$ cat src/rtl/csc_pkg.sv
package csc_pkg;

  // capacity of the sequence store
  localparam int MaxLen = 64;
  localparam int ElemW  = 32;
  localparam int AddrW  = $clog2(MaxLen);
  localparam int CountW = $clog2(MaxLen + 1);

  typedef logic [ElemW-1:0]  elem_t;
  typedef logic [AddrW-1:0]  addr_t;
  typedef logic [CountW-1:0] count_t;

  // commands from the controller to the datapath
  typedef struct packed {
    logic store;      // accepted input item; written into the store unless a repeat or full
    logic setup;      // fix the length and start the search at candidate one
    logic cmp_step;   // elements equal, advance both read pointers
    logic cand_next;  // move on to the next candidate start
    logic take_best;  // with cand_next: the candidate becomes the best start
    logic emit_init;  // point the read at the best start
    logic emit_push;  // load the output register and advance
  } csc_cmd_t;

  // status from the datapath to the controller
  typedef struct packed {
    logic n_one;      // the adjusted length is one
    logic lt;         // candidate element below best element
    logic gt;         // candidate element above best element
    logic k_last;     // last element position of a comparison
    logic i_last;     // last candidate start
    logic e_last;     // last element of the emitted rotation
    logic out_free;   // output register can take an item
  } csc_stat_t;

endpackage

$ cat src/rtl/cyclic_sequence_canonicalizer.sv
// channel | direction | handshake                 | payload
// in      | input     | in_valid_i / in_stall_o   | element_value_i, is_last_i
// out     | output    | out_valid_o / out_stall_i | out_value_o, out_last_o, overflowed_o
//
// a non-final item is taken without a stall; the final item starts the search
// search: each element compare reads the two store read ports, then evaluates,
// over every candidate start; after it each result item is read and registered
// reset is asynchronous, active low; no clearing pass is needed
// input is stalled from the final item until the last result is registered
// a stalled output holds the emission, the output register keeps its item
module cyclic_sequence_canonicalizer import csc_pkg::*; (
  input  logic  clk_i,
  input  logic  rst_ni,
  input  logic  in_valid_i,
  output logic  in_stall_o,
  input  elem_t element_value_i,
  input  logic  is_last_i,
  output logic  out_valid_o,
  input  logic  out_stall_i,
  output elem_t out_value_o,
  output logic  out_last_o,
  output logic  overflowed_o
);

  csc_cmd_t  cmd;
  csc_stat_t stat;

  // sequencer
  csc_ctrl u_ctrl (
    .clk_i      (clk_i),
    .rst_ni     (rst_ni),
    .in_valid_i (in_valid_i),
    .is_last_i  (is_last_i),
    .in_stall_o (in_stall_o),
    .stat_i     (stat),
    .cmd_o      (cmd)
  );

  // store, search pointers and output register
  csc_dp u_dp (
    .clk_i           (clk_i),
    .rst_ni          (rst_ni),
    .cmd_i           (cmd),
    .stat_o          (stat),
    .element_value_i (element_value_i),
    .out_stall_i     (out_stall_i),
    .out_valid_o     (out_valid_o),
    .out_value_o     (out_value_o),
    .out_last_o      (out_last_o),
    .overflowed_o    (overflowed_o)
  );

endmodule

$ cat src/rtl/csc_ram.sv
module csc_ram #(
  parameter int Width = 32,
  parameter int Depth = 64
) (
  input  logic                     clk_i,
  input  logic                     we_i,
  input  logic [$clog2(Depth)-1:0] waddr_i,
  input  logic [Width-1:0]         wdata_i,
  input  logic [$clog2(Depth)-1:0] raddr_a_i,
  input  logic [$clog2(Depth)-1:0] raddr_b_i,
  output logic [Width-1:0]         rdata_a_o,
  output logic [Width-1:0]         rdata_b_o
);

  logic [Width-1:0] mem_q [Depth];

  // one write port, two registered read ports
  always_ff @(posedge clk_i) begin
    if (we_i) begin
      mem_q[waddr_i] <= wdata_i;
    end
    rdata_a_o <= mem_q[raddr_a_i];
    rdata_b_o <= mem_q[raddr_b_i];
  end

endmodule

$ cat src/rtl/csc_dp.sv
module csc_dp import csc_pkg::*; (
  input  logic      clk_i,
  input  logic      rst_ni,
  input  csc_cmd_t  cmd_i,
  output csc_stat_t stat_o,
  input  elem_t     element_value_i,
  input  logic      out_stall_i,
  output logic      out_valid_o,
  output elem_t     out_value_o,
  output logic      out_last_o,
  output logic      overflowed_o
);

  count_t count_q, count_d;
  logic   ovf_q, ovf_d;
  elem_t  first_q, first_d;
  elem_t  prev_q, prev_d;
  count_t n_q, n_d;
  count_t i_q, i_d;
  addr_t  best_q, best_d;
  addr_t  ra_q, ra_d;
  addr_t  rb_q, rb_d;
  addr_t  k_q, k_d;
  logic   out_valid_q, out_valid_d;
  elem_t  out_value_q, out_value_d;
  logic   out_last_q, out_last_d;
  logic   out_ovf_q, out_ovf_d;

  logic   we;
  elem_t  rd_a, rd_b;
  count_t n_adj;
  count_t i_inc;
  addr_t  best_new;

  // advance a store pointer, wrapping at the sequence length
  function automatic addr_t wrap_inc(addr_t a, count_t n);
    addr_t r;
    r = a + addr_t'(1);
    if (count_t'(a) + count_t'(1) == n) begin
      r = '0;
    end
    return r;
  endfunction

  // element store
  assign we = cmd_i.store &&
              ((count_q == '0) ||
               ((element_value_i != prev_q) && (count_q < count_t'(MaxLen))));

  csc_ram #(
    .Width (ElemW),
    .Depth (MaxLen)
  ) u_store (
    .clk_i     (clk_i),
    .we_i      (we),
    .waddr_i   (count_q[AddrW-1:0]),
    .wdata_i   (element_value_i),
    .raddr_a_i (ra_q),
    .raddr_b_i (rb_q),
    .rdata_a_o (rd_a),
    .rdata_b_o (rd_b)
  );

  // length after dropping a final element equal to the first
  always_comb begin
    n_adj = count_q;
    if ((count_q >= count_t'(2)) && (prev_q == first_q)) begin
      n_adj = count_q - count_t'(1);
    end
  end

  assign i_inc    = i_q + count_t'(1);
  assign best_new = cmd_i.take_best ? i_q[AddrW-1:0] : best_q;

  // status
  assign stat_o.n_one    = (n_adj == count_t'(1));
  assign stat_o.lt       = (rd_a < rd_b);
  assign stat_o.gt       = (rd_a > rd_b);
  assign stat_o.k_last   = (count_t'(k_q) + count_t'(1) == n_q);
  assign stat_o.i_last   = (i_inc == n_q);
  assign stat_o.e_last   = (count_t'(k_q) + count_t'(1) == n_q);
  assign stat_o.out_free = !out_valid_q || !out_stall_i;

  // next state of the datapath registers
  always_comb begin
    count_d     = count_q;
    ovf_d       = ovf_q;
    first_d     = first_q;
    prev_d      = prev_q;
    n_d         = n_q;
    i_d         = i_q;
    best_d      = best_q;
    ra_d        = ra_q;
    rb_d        = rb_q;
    k_d         = k_q;
    out_valid_d = out_valid_q && out_stall_i;
    out_value_d = out_value_q;
    out_last_d  = out_last_q;
    out_ovf_d   = out_ovf_q;

    // loading, with duplicate and capacity drop
    if (cmd_i.store) begin
      if (count_q == '0) begin
        first_d = element_value_i;
        prev_d  = element_value_i;
        count_d = count_t'(1);
      end else if (element_value_i != prev_q) begin
        if (count_q < count_t'(MaxLen)) begin
          prev_d  = element_value_i;
          count_d = count_q + count_t'(1);
        end else begin
          ovf_d = 1'b1;
        end
      end
    end

    // start of the rotation search
    if (cmd_i.setup) begin
      n_d    = n_adj;
      best_d = '0;
      i_d    = count_t'(1);
      ra_d   = addr_t'(1);
      rb_d   = '0;
      k_d    = '0;
    end

    // equal elements, next position of both rotations
    if (cmd_i.cmp_step) begin
      ra_d = wrap_inc(ra_q, n_q);
      rb_d = wrap_inc(rb_q, n_q);
      k_d  = k_q + addr_t'(1);
    end

    // next candidate start
    if (cmd_i.cand_next) begin
      best_d = best_new;
      i_d    = i_inc;
      ra_d   = i_inc[AddrW-1:0];
      rb_d   = best_new;
      k_d    = '0;
    end

    // emission of the best rotation
    if (cmd_i.emit_init) begin
      ra_d = best_q;
      k_d  = '0;
    end

    if (cmd_i.emit_push) begin
      out_valid_d = 1'b1;
      out_value_d = rd_a;
      out_last_d  = stat_o.e_last;
      out_ovf_d   = ovf_q;
      ra_d        = wrap_inc(ra_q, n_q);
      k_d         = k_q + addr_t'(1);
      if (stat_o.e_last) begin
        count_d = '0;
        ovf_d   = 1'b0;
      end
    end
  end

  // control registers
  always_ff @(posedge clk_i or negedge rst_ni) begin
    if (!rst_ni) begin
      count_q     <= '0;
      ovf_q       <= 1'b0;
      best_q      <= '0;
      out_valid_q <= 1'b0;
    end else begin
      count_q     <= count_d;
      ovf_q       <= ovf_d;
      best_q      <= best_d;
      out_valid_q <= out_valid_d;
    end
  end

  // payload registers
  always_ff @(posedge clk_i) begin
    first_q     <= first_d;
    prev_q      <= prev_d;
    n_q         <= n_d;
    i_q         <= i_d;
    ra_q        <= ra_d;
    rb_q        <= rb_d;
    k_q         <= k_d;
    out_value_q <= out_value_d;
    out_last_q  <= out_last_d;
    out_ovf_q   <= out_ovf_d;
  end

  assign out_valid_o  = out_valid_q;
  assign out_value_o  = out_value_q;
  assign out_last_o   = out_last_q;
  assign overflowed_o = out_ovf_q;

endmodule

$ cat src/rtl/csc_ctrl.sv
module csc_ctrl import csc_pkg::*; (
  input  logic      clk_i,
  input  logic      rst_ni,
  input  logic      in_valid_i,
  input  logic      is_last_i,
  output logic      in_stall_o,
  input  csc_stat_t stat_i,
  output csc_cmd_t  cmd_o
);

  typedef enum logic [6:0] {
    StLoad    = 7'b0000001,
    StPrep    = 7'b0000010,
    StCmpRd   = 7'b0000100,
    StCmpEv   = 7'b0001000,
    StEmitSet = 7'b0010000,
    StEmitRd  = 7'b0100000,
    StEmitOut = 7'b1000000
  } state_e;

  state_e state_q, state_d;

  assign in_stall_o = (state_q != StLoad);

  // sequencing of load, search and emission
  always_comb begin
    state_d = state_q;
    cmd_o   = '0;
    unique case (state_q)
      StLoad: begin
        if (in_valid_i) begin
          cmd_o.store = 1'b1;
          if (is_last_i) begin
            state_d = StPrep;
          end
        end
      end
      StPrep: begin
        cmd_o.setup = 1'b1;
        state_d     = stat_i.n_one ? StEmitSet : StCmpRd;
      end
      StCmpRd: begin
        state_d = StCmpEv;
      end
      StCmpEv: begin
        if (stat_i.lt || stat_i.gt || stat_i.k_last) begin
          cmd_o.cand_next = 1'b1;
          cmd_o.take_best = stat_i.lt;
          state_d         = stat_i.i_last ? StEmitSet : StCmpRd;
        end else begin
          cmd_o.cmp_step = 1'b1;
          state_d        = StCmpRd;
        end
      end
      StEmitSet: begin
        cmd_o.emit_init = 1'b1;
        state_d         = StEmitRd;
      end
      StEmitRd: begin
        state_d = StEmitOut;
      end
      StEmitOut: begin
        if (stat_i.out_free) begin
          cmd_o.emit_push = 1'b1;
          state_d         = stat_i.e_last ? StLoad : StEmitRd;
        end
      end
      default: begin
        state_d = StLoad;
      end
    endcase
  end

  always_ff @(posedge clk_i or negedge rst_ni) begin
    if (!rst_ni) begin
      state_q <= StLoad;
    end else begin
      state_q <= state_d;
    end
  end

endmodule
$ cat config.mk
export PLATFORM = sky130hd
export DESIGN_NAME = cyclic_sequence_canonicalizer
export DESIGN_NICKNAME = d
export VERILOG_FILES = /design/src/rtl/csc_pkg.sv /design/src/rtl/cyclic_sequence_canonicalizer.sv /design/src/rtl/csc_ram.sv /design/src/rtl/csc_dp.sv /design/src/rtl/csc_ctrl.sv
export SDC_FILE = /design/constraint.sdc
export NUM_CORES = 2
export LEC_CHECK = 0
export ABC_AREA = 0
export BUFFER_PORTS_ARGS = -buffer_cell sky130_fd_sc_hd__buf_4
export CORE_AREA = 2 2 309 616
export CTS_BUF_LIST = sky130_fd_sc_hd__clkbuf_16
export DETAILED_ROUTE_END_ITERATION = 8
export DIE_AREA = 0 0 311 618
export GPL_TIMING_DRIVEN = 1
export HOLD_SLACK_MARGIN = 0.03
export PLACE_DENSITY = 0.7
export REMOVE_ABC_BUFFERS = 1
export SYNTH_ARGS = -nofsm -noshare
export SYNTH_HDL_FRONTEND = slang
export SYNTH_SLANG_ARGS = --single-unit
$ cat constraint.sdc
create_clock -name clk_i -period 9 [get_ports clk_i]
set_clock_uncertainty 0.15 [all_clocks]
set_input_delay 0.45 -clock clk_i [delete_from_list [all_inputs] [get_ports clk_i]]
set_output_delay 0.45 -clock clk_i [all_outputs]
set_load 0.01 [all_outputs]
==> summary.md <==
| Metric | Value |
|---|---|
| Htree depth | 4 |
| Final Worst Setup Slack | ~3.5 ns |
| Async set-or-reset flop fraction in the synthesized netlist | less than 1% |
| Hold path endpoint | u_dp.u_store.mem_q[23][14]$_DFFE_PP_ |
| Adder-cell share of the synthesized area | 0.488% |
| Unique masters post-synth | just under 60 |
| R2r setup slk | about 3.5 ns |
| Worst IR Drop VDD | 0.158 mV |
| Post-synth EDFFs | between 2,000 and 2,500 |
| Largest net degree at the start of global routing | roughly 130 |
| Compound-Gate Fraction of Synth Area | less than 1% |
| Slew @ Worst Pin | between 1 and 1.5 ns |
| # clock sinks | about 2,300 |
| Post-synthesis register bit count | ~2,300 |
| Row count | ~230 |
| Dpl hpwl | roughly 210 mm |
| Post-route DRC | 0 |
| Crit path DAT | about 5.8 ns |
| RSZ-0062 raised after global routing | false |
| Antenna viol nets, final | 0 |
| Highest Signal Layer | met5 |
| First-pass GRT wire length | ~440 mm |
| Initial DRC count | between 7,000 and 8,000 |
| Min-delay worst type | input port to flop |
| Total Nets Final | 4,705 |
| Root Buffer | clkbuf_16 |
| Routed len/inst | 43.7 µm |
| Final Slew Violations | 0 |
| CTS Buf Count | just under 200 |
| Hold_sp | element_value_i[14] |
| Sequential-to-total area share from yosys stat | approximately two thirds |
| Worst hold stages | 1 |
| Wire length on met2 | roughly 170 mm |
| RR Startpoint | u_ctrl.state_q[5]$_DFFE_PN0P_ |
| FMAX | between 150 and 200 MHz |
| Area growth, synth to finish | 11.1% |
| Clock buffer depth | 4 |
| CTS tree | done |
| Setup crit end kind | flop |
| Post-synthesis xor/xnor area fraction | 1.01% |
| Pre-CTS setup slack | 3.60 ns |
| I/O Pins | 73 |
| Clock Latency Late Sink | approximately 0.89 ns |
| Most common cell after layout, fill and taps aside | edfxtp_1 |
| Total wire length | 320 mm |
| # setup viols final | 0 |
| Placement Cell Area | 0.107 mm² |
| Clk slew on worst S/H paths | ~0.07 ns |
| Largest family of logic cells by synthesized area | multiplexers |
| Main synth FF type | edfxtp_1 |
| Routed wire length on met3 | 28.1 mm |
| Max cap viols | 0 |
| Power density over the cells | 227 mW/mm² |
| Ys Warns | 0 |
| Slew HR | between 10% and 20% |
| Fin crit period | approximately 5.5 ns |
| Wire length on met1 | between 90 and 100 mm |
| Die ar. | 0.192 mm² |
| Share of layout cells above drive strength 1 | a little over 40% |
| Via count | 53,822 |
| Total grt overflow | 0 |
| Hold_buf cts | 27 |
| Worst EP required | 9.37 ns |
| Simple-Gate Fraction of Synth Area | under 10% |
| Non-Filler Instances | between 7,000 and 8,000 |
| Initial antenna violation count | 43 |
| Post-Syn Area per Cell | around 23 µm² |
| Post-CTS setup buffer count | 0 |
| GRT Total Usage | between 30% and 40% |
| Die Height | 618 µm |
| Crit path launch type | flop |
| TritonRoute pass-1 iters | 5 |
| Initial Util | between 50% and 60% |
| Placed cell count | 6,897 |
| Crit Path Category | flop to flop |
| Port Buffers | between 70 and 80 |
| Via count of the first global-routing pass | approximately 56,000 |
| Leak pwr | roughly 35 nW |
| Reg2Reg Depth | 8 |
| Crit path max fanout | 38 |
| RePlAce Congestion | approximately 0.9 |
| Most frequent cells in the layout | 2,178 x edfxtp_1, 1,344 x mux4_2, 214 x buf_4, 201 x clkbuf_16, 67 x inv_1 |
| Vias per inst | between 7 and 8 |
| Final period utilization | 60.6% |
| Post_cts resized | 0 |
| Hold Violations, Final | 0 |
| Status | completed |
| Synth Instances | 4,495 |
| Chip width | 311 µm |
| Fill cell count | roughly 13,000 |
| FF-to-FF End | u_dp.u_store.mem_q[59][0]$_DFFE_PP_ |
| Post-synthesis mux area share | 29.6% |
| CORE AREA | roughly 0.19 mm² |
| Final instance area | ~0.11 mm² |
| Cell Area, Synth | 0.102 mm² |
[metal layers]
layer	GRT usage, %	vias to the layer above
li1	-	20246
met4	28.3	12
met5	0	-
met3	6.27	873
met1	37.3	29248
met2	56.7	3443
[power breakdown]
group / internal, mW / leakage (nW) / switching (mW)
sequential: 12.0 / 20.4 / 0.315
combinational: 1.83 / 11.6 / 2.80
clock: 4.90 / 3.29 / 3.94
[cells by family (layout without fill, tap and decap cells)]
| group | count (synthesis) | in the layout |
|---|---|---|
| other cells | 0 | 48 |
| compound gates | 80 | 80 |
| flops | 2264 | 2264 |
| mux | 1354 | 1354 |
| buf+inv | 367 | 656 |
| simple gates | 273 | 273 |
| xor+xnor | 117 | 117 |
| fa+ha+maj | 40 | 40 |
[worst max-delay path: stages (launching register included)]
cell	delay [ns]
dfrtp_1	0.44
or4_4	0.59
nor4b_4	0.56
and3b_1	0.28
and3_2	0.82
nor2_2	0.15
or4_1	0.86
nor2_4	0.71
buf_4	0.50
[cells in the mapped netlist, types with 5 or more instances]
cell type,n,area [µm²]
a21oi_1,21,105
a31oi_1,5,31.3
and2_1,8,50.1
and3_1,7,43.8
buf_1,105,394
buf_2,8,40.0
clkbuf_1,213,800
dfrtp_1,21,526
dfxtp_1,64,1280
edfxtp_1,2178,65400
ha_1,40,500
inv_1,39,146
mux2i_1,10,100
mux4_2,1344,30300
nand2_1,33,124
nand2b_1,13,81.3
nand3_1,23,115
nand4_1,19,119
nor2_1,104,390
nor3_1,6,30.0
nor4_1,21,131
o21ai_0,12,60.1
o22ai_1,6,37.5
o2bb2ai_1,7,61.3
or3_1,6,37.5
xnor2_1,60,526
xor2_1,56,490
[sequential cells by signal, summed over array words and instances (netlist names)]
register,count
u_dp.n_q,7
u_dp.best_q,6
u_dp.u_store.rdata_a_o,32
u_dp.first_q,32
u_dp.overflowed_o,1
u_dp.i_q,7
u_dp.ra_q,6
u_dp.prev_q,32
u_dp.out_last_o,1
u_dp.rb_q,6
u_dp.u_store.rdata_b_o,32
u_dp.k_q,6
u_dp.u_store.mem_q,2048
u_ctrl.state_q,7
u_dp.out_valid_o,1
u_dp.count_q,7
u_dp.out_value_o,32
u_dp.ovf_q,1
[area by class of cell]
| cell class | instances | area, µm² | share of cell area [%] |
|---|---|---|---|
| sequential | 2264 | 67200 | 59.1 |
| multi-input combinational | 1864 | 34400 | 30.2 |
| clock buffer | 201 | 5030 | 4.42 |
| tap | 2497 | 3120 | 2.75 |
| timing repair buffer | 259 | 2250 | 1.97 |
| clock inverter | 156 | 1540 | 1.35 |
| inverter | 40 | 150 | 0.132 |
| antenna | 48 | 120 | 0.106 |
[metrics by stage]
stage	hold slack [ns]	power (mW)	util [%]	setup TNS, ns
floorplan	0.00441	16.5	-	-960.76
global placement	0.253	17.0	57.0	0
detailed placement	0.262	17.1	57.0	0
CTS	0.0368	25.8	60.6	0
global route	0.0541	26.3	60.7	0
finish	0.0484	25.8	60.7	0
[how the worst max path moves through the flow]
| stage | startpoint | end | slack (ns) | cells after the start |
|---|---|---|---|---|
| global route | u_ctrl.state_q[5]$_DFFE_PN0P_ | u_dp.u_store.mem_q[59][30]$_DFFE_PP_ | 3.36 | 8 |
| CTS | u_ctrl.state_q[5]$_DFFE_PN0P_ | u_dp.u_store.mem_q[59][0]$_DFFE_PP_ | 3.58 | 8 |
| global placement | u_ctrl.state_q[5]$_DFFE_PN0P_ | u_dp.u_store.mem_q[58][20]$_DFFE_PP_ | 3.69 | 8 |
| finish | u_ctrl.state_q[5]$_DFFE_PN0P_ | u_dp.u_store.mem_q[59][0]$_DFFE_PP_ | 3.54 | 8 |
| floorplan | u_dp.ra_q[0]$_DFFE_PP_ | u_dp.ra_q[0]$_DFFE_PP_ | -14.06 | 8 |
| detailed placement | u_ctrl.state_q[5]$_DFFE_PN0P_ | u_dp.u_store.mem_q[59][0]$_DFFE_PP_ | 3.60 | 8 |
Power figures use the tool's default switching activity.
